**config.mk**
```make
export PLATFORM = sky130hd
export DESIGN_NAME = sorting_network_four_to_eight_core
export DESIGN_NICKNAME = d
export VERILOG_FILES = /design/src/rtl/core/sng_pkg.sv /design/src/rtl/core/sng_layer.sv /design/src/rtl/core/sorting_network_four_to_eight_core.sv
export SDC_FILE = /design/constraint.sdc
export NUM_CORES = 2
export LEC_CHECK = 0
export ABC_AREA = 1
export BUFFER_PORTS_ARGS = -buffer_cell sky130_fd_sc_hd__buf_4
export CAP_MARGIN = 20
export CORE_MARGIN = 3
export CORE_UTILIZATION = 55
export CTS_CLUSTER_SIZE = 12
export DETAILED_ROUTE_END_ITERATION = 16
export PLACE_DENSITY = 0.8
export RECOVER_POWER = 100
export SYNTH_ARGS = -nofsm -noshare
export SYNTH_HDL_FRONTEND = slang
export SYNTH_SLANG_ARGS = --single-unit
```
**constraint.sdc**
```tcl
create_clock -name clk -period 21.4 [get_ports clk]
set_input_delay 4.28 -clock clk [delete_from_list [all_inputs] [get_ports clk]]
set_output_delay 4.28 -clock clk [all_outputs]
set_load 0.02 [all_outputs]
```
**src/rtl/core/sng_pkg.sv**
```systemverilog
`timescale 1ns / 1ps
`default_nettype none

package sng_pkg;

  // Key and network geometry
  localparam int KEY_WIDTH        = 32;
  localparam int NUM_WIRES        = 8;
  localparam int NUM_LAYERS       = 6;
  localparam int LAYERS_PER_STAGE = 2;
  localparam int NUM_STAGES       = NUM_LAYERS / LAYERS_PER_STAGE;
  localparam int LAYER_WIDTH      = $clog2(NUM_LAYERS);

  // Configuration port geometry
  localparam int CFG_INDEX_WIDTH  = 1;
  localparam int CFG_DATA_WIDTH   = 4;
  localparam int WIRE_COUNT_WIDTH = 4;

  // Supported sizes and reset values
  localparam logic [WIRE_COUNT_WIDTH-1:0] WIRES_4   = 4'd4;
  localparam logic [WIRE_COUNT_WIDTH-1:0] WIRES_5   = 4'd5;
  localparam logic [WIRE_COUNT_WIDTH-1:0] WIRES_6   = 4'd6;
  localparam logic [WIRE_COUNT_WIDTH-1:0] WIRES_7   = 4'd7;
  localparam logic [WIRE_COUNT_WIDTH-1:0] WIRES_MAX = 4'd15;
  localparam logic [WIRE_COUNT_WIDTH-1:0] WIRE_COUNT_RESET  = 4'd8;
  localparam logic                        SIGNED_KEYS_RESET = 1'b0;

  typedef logic [KEY_WIDTH-1:0]                   key_t;
  typedef key_t [NUM_WIRES-1:0]                   keys_t;
  typedef logic [NUM_WIRES-1:0][NUM_WIRES-1:0]    pair_mask_t;
  typedef logic [LAYER_WIDTH-1:0]                 layer_t;

  typedef enum logic [CFG_INDEX_WIDTH-1:0] {
    REG_WIRE_COUNT  = 1'd0,
    REG_SIGNED_KEYS = 1'd1
  } cfg_reg_t;

  typedef enum logic [2:0] {
    NET_NONE = 3'd0,
    NET_4    = 3'd1,
    NET_5    = 3'd2,
    NET_6    = 3'd3,
    NET_8    = 3'd4
  } net_t;

  // Per-item control that travels down the pipeline with the keys
  typedef struct packed {
    net_t net;
    logic signed_mode;
  } ctl_t;

  // Comparators of one layer of a network, as m[lo][hi]. Comparators in a
  // layer touch disjoint wires, and the layers keep the original order of
  // every pair of comparators that share a wire.
  function automatic pair_mask_t layer_pairs(net_t net, layer_t layer);
    pair_mask_t m;
    m = '0;
    case (net)
      NET_4: begin
        case (layer)
          3'd0: begin m[0][1] = 1'b1; m[2][3] = 1'b1; end
          3'd1: begin m[0][2] = 1'b1; m[1][3] = 1'b1; end
          3'd2: begin m[1][2] = 1'b1; end
          default: ;
        endcase
      end
      NET_5: begin
        case (layer)
          3'd0: begin m[0][1] = 1'b1; m[3][4] = 1'b1; end
          3'd1: begin m[2][4] = 1'b1; end
          3'd2: begin m[2][3] = 1'b1; m[1][4] = 1'b1; end
          3'd3: begin m[0][3] = 1'b1; end
          3'd4: begin m[0][2] = 1'b1; m[1][3] = 1'b1; end
          3'd5: begin m[1][2] = 1'b1; end
          default: ;
        endcase
      end
      NET_6: begin
        case (layer)
          3'd0: begin m[1][2] = 1'b1; m[4][5] = 1'b1; end
          3'd1: begin m[0][2] = 1'b1; m[3][5] = 1'b1; end
          3'd2: begin m[0][1] = 1'b1; m[3][4] = 1'b1; m[2][5] = 1'b1; end
          3'd3: begin m[0][3] = 1'b1; m[1][4] = 1'b1; end
          3'd4: begin m[2][4] = 1'b1; m[1][3] = 1'b1; end
          3'd5: begin m[2][3] = 1'b1; end
          default: ;
        endcase
      end
      NET_8: begin
        case (layer)
          3'd0: begin
            m[0][4] = 1'b1; m[1][5] = 1'b1; m[2][6] = 1'b1; m[3][7] = 1'b1;
          end
          3'd1: begin
            m[0][2] = 1'b1; m[1][3] = 1'b1; m[4][6] = 1'b1; m[5][7] = 1'b1;
          end
          3'd2: begin
            m[0][1] = 1'b1; m[2][4] = 1'b1; m[3][5] = 1'b1; m[6][7] = 1'b1;
          end
          3'd3: begin m[2][3] = 1'b1; m[4][5] = 1'b1; end
          3'd4: begin m[1][4] = 1'b1; m[3][6] = 1'b1; end
          3'd5: begin m[1][2] = 1'b1; m[3][4] = 1'b1; m[5][6] = 1'b1; end
          default: ;
        endcase
      end
      default: ;
    endcase
    return m;
  endfunction

endpackage

`default_nettype wire

```
**src/rtl/core/sng_layer.sv**
```systemverilog
`timescale 1ns / 1ps
`default_nettype none

// One layer of disjoint compare-exchange units
module sng_layer (
  input  sng_pkg::keys_t      keys_i,
  input  sng_pkg::pair_mask_t pairs_i,
  input  logic                signed_mode_i,
  output sng_pkg::keys_t      keys_o
);

  sng_pkg::key_t flip;

  // Flip the sign bit so signed order becomes unsigned order
  assign flip = {signed_mode_i, {(sng_pkg::KEY_WIDTH-1){1'b0}}};

  // Swap a pair only when the lower wire holds the strictly greater key
  always_comb begin
    keys_o = keys_i;
    for (int lo = 0; lo < sng_pkg::NUM_WIRES; lo++) begin
      for (int hi = lo + 1; hi < sng_pkg::NUM_WIRES; hi++) begin
        if (pairs_i[lo][hi] && ((keys_i[lo] ^ flip) > (keys_i[hi] ^ flip))) begin
          keys_o[lo] = keys_i[hi];
          keys_o[hi] = keys_i[lo];
        end
      end
    end
  end

endmodule

`default_nettype wire

```
**src/rtl/core/sorting_network_four_to_eight_core.sv**
```systemverilog
`timescale 1ns / 1ps
`default_nettype none

// Channel   Direction  Handshake               Payload
// in_       input      in_valid / in_stall     in_key_in_0 .. in_key_in_7
// out_      output     out_valid / out_stall   out_key_out_0 .. out_key_out_7
// cfg_      input      cfg_valid / cfg_ready   cfg_index, cfg_data
//
// One transaction is taken every cycle while in_stall is low. Each of the
// three register stages runs two comparator layers of the selected network.
// Reset (synchronous, rst_n low) empties the pipeline and restores count 8,
// unsigned keys. A stall on the output holds the last stage, and the stall
// moves back only as far as the first empty stage.
module sorting_network_four_to_eight_core (
  input  logic                                    clk,
  input  logic                                    rst_n,

  input  logic                                    in_valid,
  output logic                                    in_stall,
  input  logic [31:0]                             in_key_in_0,
  input  logic [31:0]                             in_key_in_1,
  input  logic [31:0]                             in_key_in_2,
  input  logic [31:0]                             in_key_in_3,
  input  logic [31:0]                             in_key_in_4,
  input  logic [31:0]                             in_key_in_5,
  input  logic [31:0]                             in_key_in_6,
  input  logic [31:0]                             in_key_in_7,

  output logic                                    out_valid,
  input  logic                                    out_stall,
  output logic [31:0]                             out_key_out_0,
  output logic [31:0]                             out_key_out_1,
  output logic [31:0]                             out_key_out_2,
  output logic [31:0]                             out_key_out_3,
  output logic [31:0]                             out_key_out_4,
  output logic [31:0]                             out_key_out_5,
  output logic [31:0]                             out_key_out_6,
  output logic [31:0]                             out_key_out_7,

  input  logic                                    cfg_valid,
  output logic                                    cfg_ready,
  input  logic [sng_pkg::CFG_INDEX_WIDTH-1:0]     cfg_index,
  input  logic [sng_pkg::CFG_DATA_WIDTH-1:0]      cfg_data
);

  localparam int LAST = sng_pkg::NUM_STAGES - 1;

  logic [sng_pkg::WIRE_COUNT_WIDTH-1:0] wire_count_r;
  logic                                 signed_keys_r;
  sng_pkg::ctl_t                        in_ctl;
  sng_pkg::keys_t                       in_keys;

  sng_pkg::keys_t                       stg_keys_r [sng_pkg::NUM_STAGES];
  sng_pkg::ctl_t                        stg_ctl_r  [sng_pkg::NUM_STAGES];
  logic [sng_pkg::NUM_STAGES-1:0]       stg_vld_r;
  logic [sng_pkg::NUM_STAGES-1:0]       advance;

  // Configuration registers; writes never wait
  assign cfg_ready = 1'b1;

  always_ff @(posedge clk) begin
    if (!rst_n) begin
      wire_count_r  <= sng_pkg::WIRE_COUNT_RESET;
      signed_keys_r <= sng_pkg::SIGNED_KEYS_RESET;
    end else if (cfg_valid && cfg_ready) begin
      case (cfg_index)
        sng_pkg::REG_WIRE_COUNT:  wire_count_r  <= cfg_data;
        sng_pkg::REG_SIGNED_KEYS: signed_keys_r <= cfg_data[0];
        default: ;
      endcase
    end
  end

  // Decode the count into a network; seven and above run the full network
  always_comb begin
    in_ctl.signed_mode = signed_keys_r;
    case (wire_count_r) inside
      sng_pkg::WIRES_4:                       in_ctl.net = sng_pkg::NET_4;
      sng_pkg::WIRES_5:                       in_ctl.net = sng_pkg::NET_5;
      sng_pkg::WIRES_6:                       in_ctl.net = sng_pkg::NET_6;
      [sng_pkg::WIRES_7:sng_pkg::WIRES_MAX]:  in_ctl.net = sng_pkg::NET_8;
      default:                                in_ctl.net = sng_pkg::NET_NONE;
    endcase
  end

  // Gather the input keys
  assign in_keys[0] = in_key_in_0;
  assign in_keys[1] = in_key_in_1;
  assign in_keys[2] = in_key_in_2;
  assign in_keys[3] = in_key_in_3;
  assign in_keys[4] = in_key_in_4;
  assign in_keys[5] = in_key_in_5;
  assign in_keys[6] = in_key_in_6;
  assign in_keys[7] = in_key_in_7;

  // A stage moves when it is empty or the stage after it moves
  assign advance[LAST] = !stg_vld_r[LAST] || !out_stall;
  for (genvar s = 0; s < LAST; s++) begin : g_adv
    assign advance[s] = !stg_vld_r[s] || advance[s+1];
  end

  assign in_stall = !advance[0];

  // Pipeline stages, two comparator layers each
  for (genvar s = 0; s < sng_pkg::NUM_STAGES; s++) begin : g_stage
    sng_pkg::keys_t src_keys;
    sng_pkg::ctl_t  src_ctl;
    logic           src_vld;
    sng_pkg::keys_t mid_keys;
    sng_pkg::keys_t stg_keys_nxt;

    if (s == 0) begin : g_first
      assign src_keys = in_keys;
      assign src_ctl  = in_ctl;
      assign src_vld  = in_valid;
    end else begin : g_next
      assign src_keys = stg_keys_r[s-1];
      assign src_ctl  = stg_ctl_r[s-1];
      assign src_vld  = stg_vld_r[s-1];
    end

    sng_layer u_layer_a (
      .keys_i        (src_keys),
      .pairs_i       (sng_pkg::layer_pairs(src_ctl.net,
                        sng_pkg::layer_t'(s * sng_pkg::LAYERS_PER_STAGE))),
      .signed_mode_i (src_ctl.signed_mode),
      .keys_o        (mid_keys)
    );

    sng_layer u_layer_b (
      .keys_i        (mid_keys),
      .pairs_i       (sng_pkg::layer_pairs(src_ctl.net,
                        sng_pkg::layer_t'(s * sng_pkg::LAYERS_PER_STAGE + 1))),
      .signed_mode_i (src_ctl.signed_mode),
      .keys_o        (stg_keys_nxt)
    );

    // Advance the valid bit
    always_ff @(posedge clk) begin
      if (!rst_n) begin
        stg_vld_r[s] <= 1'b0;
      end else if (advance[s]) begin
        stg_vld_r[s] <= src_vld;
      end
    end

    // Advance the payload; hold it while stalled
    always_ff @(posedge clk) begin
      if (advance[s]) begin
        stg_keys_r[s] <= stg_keys_nxt;
        stg_ctl_r[s]  <= src_ctl;
      end
    end
  end

  // Drive the result channel from the last stage
  assign out_valid     = stg_vld_r[LAST];
  assign out_key_out_0 = stg_keys_r[LAST][0];
  assign out_key_out_1 = stg_keys_r[LAST][1];
  assign out_key_out_2 = stg_keys_r[LAST][2];
  assign out_key_out_3 = stg_keys_r[LAST][3];
  assign out_key_out_4 = stg_keys_r[LAST][4];
  assign out_key_out_5 = stg_keys_r[LAST][5];
  assign out_key_out_6 = stg_keys_r[LAST][6];
  assign out_key_out_7 = stg_keys_r[LAST][7];

endmodule

`default_nettype wire
```
; Word level (Yosys, flattened, before mapping)
; Memory sizes are Yosys's and may differ from the RTL's.
; Cells that the tools add are included.
[op_classes]
muxes = 86
n_lt_le_gt_ge = 39
reduce_logical = 55
multipliers = 0
bitwise_logic = 43
eq_ne = 14
addsub = 0
n_shift = 0
div_mod_pow = 0
[op_table]
columns = op, n
row1 = 2-to-1 mux 32 bit, 42
row2 = bitwise XOR 32 bit, 42
row3 = greater-than comparator 32 bit, 37
row4 = 2-to-1 mux 64 bit, 16
row5 = logical AND 1 bit, 38
row6 = 2-to-1 mux 1 bit, 24
row7 = == test 3 x 2 -> 1 bit (second input constant), 6
row8 = == test 4 x 3 -> 1 bit (second input constant), 3
row9 = 2-to-1 mux 3 bit, 4
row10 = OR reduction 2 bit, 6
row11 = == test 3 bit (second input constant), 3
row12 = == test 3 x 1 -> 1 bit (second input constant), 2
row13 = zero test 1 bit, 5
row14 = >= comparator 4 x 3 -> 1 bit (second input constant), 1
row15 = <= comparator 4 bit (second input constant), 1
row16 = AND reduction 2 bit, 2
row17 = logical OR 1 bit, 3
row18 = OR reduction 3 bit, 1
row19 = inverter 1 bit, 1
[totals]
mem_count = 2
word_cells = 244
latchBits = 0
input_bits = 266
out_inout_bits = 259
romBits = 0
ramBits = 780
reg_bits = 8
[mem_list]
columns = memory, words, width, rd, rd_ports_with_merged_regs, wr, line
row1 = stg_keys_r, 3, 256, 3, 0, 3, sorting_network_four_to_eight_core.sv:53  ; sng_pkg::keys_t stg_keys_r [sng_pkg::NUM_STAGES];
row2 = stg_ctl_r, 3, 4, 2, 0, 3, sorting_network_four_to_eight_core.sv:54  ; sng_pkg::ctl_t stg_ctl_r [sng_pkg::NUM_STAGES];

; Depth between registers and ports, before layout
[depth]
word_depth = 20
ltp_mapped = 39
mapped_depth_nobuf = 36

; Cells and area by module
; Synthesis repeated with hierarchy kept, for this count alone.
[unflattened]
cells_unflattened = 51546
hier_area_um2 = 287062.8
[modules_own_cells]
columns = mod, seq_area_each_um2, n_inst, area_each_um2, cells_each
row1 = sng_layer, 0.0, 6, 43878.3, 8448
row2 = sorting_network_four_to_eight_core, 23462.5, 1, 23792.8, 858

; Least setup slack after synthesis
; No wires, ideal clock.
[synth_timing]
path_type = input -> register
startpoint = input port out_stall
endpoint = memory stg_ctl_r[0][0] in the netlist's numbering, enable pin
arrival_ns = 21.515
slack_ns = -0.701
stages = 5
setup_time_ns = 0.585
n_path_buf = 0
path_cell_list = nand2_1 -> nor2_1 -> inv_1 -> nor2_1 -> inv_1
[synth_lines]
columns = item, line
row1 = "start, declared", sorting_network_four_to_eight_core.sv:30  ; input logic out_stall,
row2 = "end, declared", sorting_network_four_to_eight_core.sv:54

==> metrics.log <==
INFO  metric clk_pin_slew = about 0.06 ns
INFO  metric io_buffer_count = 523
INFO  metric synth_ff_type = edfxtp_1
INFO  metric min-delay-path-class = flip-flop to flip-flop
INFO  metric io-pin-count = between 500 and 600
INFO  metric criticalPathCategory = primary input to flip-flop
INFO  metric first_global_vias = approximately 73000
INFO  metric status = finished, violations left
INFO  metric finClkSkew = about 0.058 ns
INFO  metric global_route.usage.met3 = 0.102
INFO  metric max_slew_vio_count = roughly 2400
INFO  metric die-width = 379 µm
INFO  metric cts.path.max_buffers = 3
INFO  metric setup_violations = 0
INFO  metric via_density_per_instance = around 6.5
INFO  metric data_required_time_of_the_worst_path = around 22 ns
INFO  metric grt_first_pass_wirelength = around 490000 µm
INFO  metric num_vias = 79800
INFO  metric die_area = between 100000 and 150000 µm²
INFO  metric netlist_instances = between 10000 and 15000
INFO  metric drt_iter0_drc = approximately 12000
INFO  metric cts_hold_fix_bufs = 0
INFO  metric timing.slew.headroom = -2.14
INFO  metric cts_resized = 0
INFO  metric final_layout_size_suffix_gt1_frac = 0.0509
INFO  metric cts_h_tree_depth = 3
INFO  metric use_met1 = 0.573
INFO  metric grt_usage = 0.465
INFO  metric grt_start_max_net_pins = around 150
INFO  metric timing.critical_path.from_type = primary input
INFO  metric final_util = 0.605
INFO  metric crit_path_start = in_key_in_5[3]
INFO  metric max_clock_freq = approximately 60 MHz
INFO  metric synth-seq-area-share = 0.307
INFO  metric grt_antenna_before_repair = 26
INFO  metric fin_nets = approximately 12000
INFO  metric tritoncts.num_buffers = 85
INFO  metric routabilityCongestion = roughly 1.1
INFO  metric critPathArrivalTime = 16.88 ns
INFO  metric syn_avg_cell_area = around 7.5 µm²
INFO  metric synth-edff-count = slightly below 800
INFO  metric globalRoute.busiestLayer = met2
INFO  metric layout.filler_cells = around 13000
INFO  metric maxCapViolCount = 36
INFO  metric cts_tree = yes
INFO  metric post_drt_wl_per_cell = 27.6 µm
INFO  metric synth.ff_latch_count = around 780
INFO  metric synthesis.nets = between 10000 and 15000
INFO  metric fp-row-count = roughly 140
INFO  metric min_path_cells = 0
INFO  metric setup_tns = 0 ns
INFO  metric core-area = between 100000 and 150000 µm²
INFO  metric netlist_area = ~77000 µm²
INFO  metric timing.hold.ws = between 0.4 and 0.5 ns
INFO  metric path_max_fanout = 69
INFO  metric met2_usage_in_global_routing = 0.686
INFO  metric detailedRoute.firstPassIterationCount = 9
INFO  metric distinct_cell_type_count_after_synthesis = between 60 and 70
INFO  metric placedInstanceArea = 81800 µm²
INFO  metric stdcell_area = approximately 83000 µm²
INFO  metric failed_checks = max-capacitance violations, max-slew violations
INFO  metric cts.sinks = between 700 and 800
INFO  metric critical_r2r_launch = stg_ctl_r[0][4]
INFO  metric worstRegToRegCells = 25
INFO  metric rsz0062_at_grt = false
INFO  metric post_cts_setup_buffer_count = 0
INFO  metric min_period_over_period = 0.768
INFO  metric place_hpwl = 275000 µm
INFO  metric layout_min_cycle_time = 16.43 ns
INFO  metric layout-area-overhead-vs-synth = 8.95%
INFO  metric detail-route-antenna-nets = 0
INFO  metric worst-slew-pin-transition = about 4.7 ns
INFO  metric worst_hold_startpoint = stg_keys_r[0][492]
INFO  metric clock-root-buffer = clkbuf_16
INFO  metric clkLatencyLatePin = around 0.72 ns
INFO  metric synth_async_sr_flop_share = 0
INFO  metric drcViolationCount = 0
INFO  metric grt.overflow.total = 0
INFO  metric ys.warnings.count = 0
INFO  metric timing_hold_violations_final = 0
INFO  metric totalWireLength = between 300000 and 400000 µm
INFO  metric start_util = 0.555
INFO  metric floorplan.die.height = 379 µm
INFO  metric critPathCaptureType = flip-flop
[critical path: stages]
cell	delay (ns)
clkbuf_1	0.21
inv_1	0.18
ha_1	0.33
a21oi_1	0.21
o21a_1	0.21
o211ai_1	0.23
nand2_1	0.12
o2111ai_1	0.28
nand2_1	0.15
nand2_1	0.06
nand2_1	0.75
clkbuf_1	2.63
o21ai_0	1.36
inv_1	0.32
ha_1	0.27
nand2_1	0.06
inv_1	0.05
a221oi_1	0.32
o221ai_1	0.27
a211oi_1	0.62
o21ai_0	0.16
o311ai_0	0.16
clkbuf_1	1.73
clkinv_1	1.28
o21ai_0	0.54
[state kept, by name, indices dropped and copies added (netlist names)]
register,count
stg_ctl_r,8
wire_count_r,4
out_valid,1
stg_keys_r,768
signed_keys_r,1
g_stage.src_vld,2
[kinds of logic after synthesis]
group | after synthesis | share of synthesized area
DFF | 784 | 0.307
buffers and inverters | 1799 | 0.0904
AOI/OAI and AO/OA | 2944 | 0.219
muxes | 3 | 0.000409
adders and majority gates | 1162 | 0.190
xor gates and xnor gates | 46 | 0.00536
other | 1 | 0.0000490
and+or+nand+nor | 3529 | 0.188
[synthesized netlist by cell type (45+ instances only)]
cell type	number	area (µm²)
o21ai_0	1313	6570
clkbuf_1	401	1510
a21oi_1	740	3700
nand3_1	410	2050
o21a_1	91	683
ha_1	1162	14500
o211ai_1	341	2560
buf_2	49	245
edfxtp_1	776	23300
a211oi_1	82	616
nor2_1	583	2190
inv_1	1282	4810
nand4_1	114	713
nand2_1	2286	8580
a31oi_1	57	357
o22ai_1	146	913
nor4_1	45	282
[area by class of cell]
| class | instances | area [µm²] | area share |
|---|---|---|---|
| multi-input cells | 7685 | 46200 | 0.554 |
| flip-flops and latches | 784 | 23500 | 0.281 |
| inverters | 1293 | 4860 | 0.0583 |
| repair buffers | 659 | 3880 | 0.0466 |
| well taps | 1794 | 2240 | 0.0269 |
| clock buffers | 98 | 2180 | 0.0261 |
| clock inverters | 39 | 477 | 0.00572 |
| diodes | 23 | 57.6 | 0.000690 |
[metrics by stage]
| stage | worst slack, ns | std cells |
|---|---|---|
| global placement | 9.10 | 12200 |
| floorplan | 1.03 | 10300 |
| global route | 4.70 | 12400 |
| CTS | 9.96 | 12300 |
| detailed placement | 9.32 | 12200 |
| finish | 4.97 | 12400 |
[cell usage in the layout, fill, tap and decap left out, types with 82 or more instances in the layout]
cell / netlist / final
nand2_1: 2286 / 2280
clkbuf_16: 0 / 85
edfxtp_1: 776 / 776
a21oi_1: 740 / 739
clkbuf_1: 401 / 314
nand4_1: 114 / 114
o21ai_0: 1313 / 1332
o22ai_1: 146 / 146
buf_4: 11 / 344
o21a_1: 91 / 91
nor2_1: 583 / 580
a211oi_1: 82 / 82
inv_1: 1282 / 1278
ha_1: 1162 / 1162
o211ai_1: 341 / 341
nand3_1: 410 / 407
[metal layers]
layer  routed length, µm  vias to the layer above  share of wire
met1              124000                    36600           0.36
li1                    -                    36300              -
met2              141000                     5764           0.41
met4               37800                        8           0.11
met3               39300                     1202           0.11
met5                  56                        -        0.00016
[worst paths after layout]
path / endpoint / slack [ns]
setup reg to reg: stg_keys_r[0][614] / 5.73
hold / removal: stg_keys_r[0][748] / 0.42
hold reg to reg: stg_keys_r[0][748] / 0.42
setup / recovery: stg_keys_r[0][238] / 4.97
Power is not shown: default switching activity piles up to over one toggle a cycle in this logic, so the estimate is an artifact.
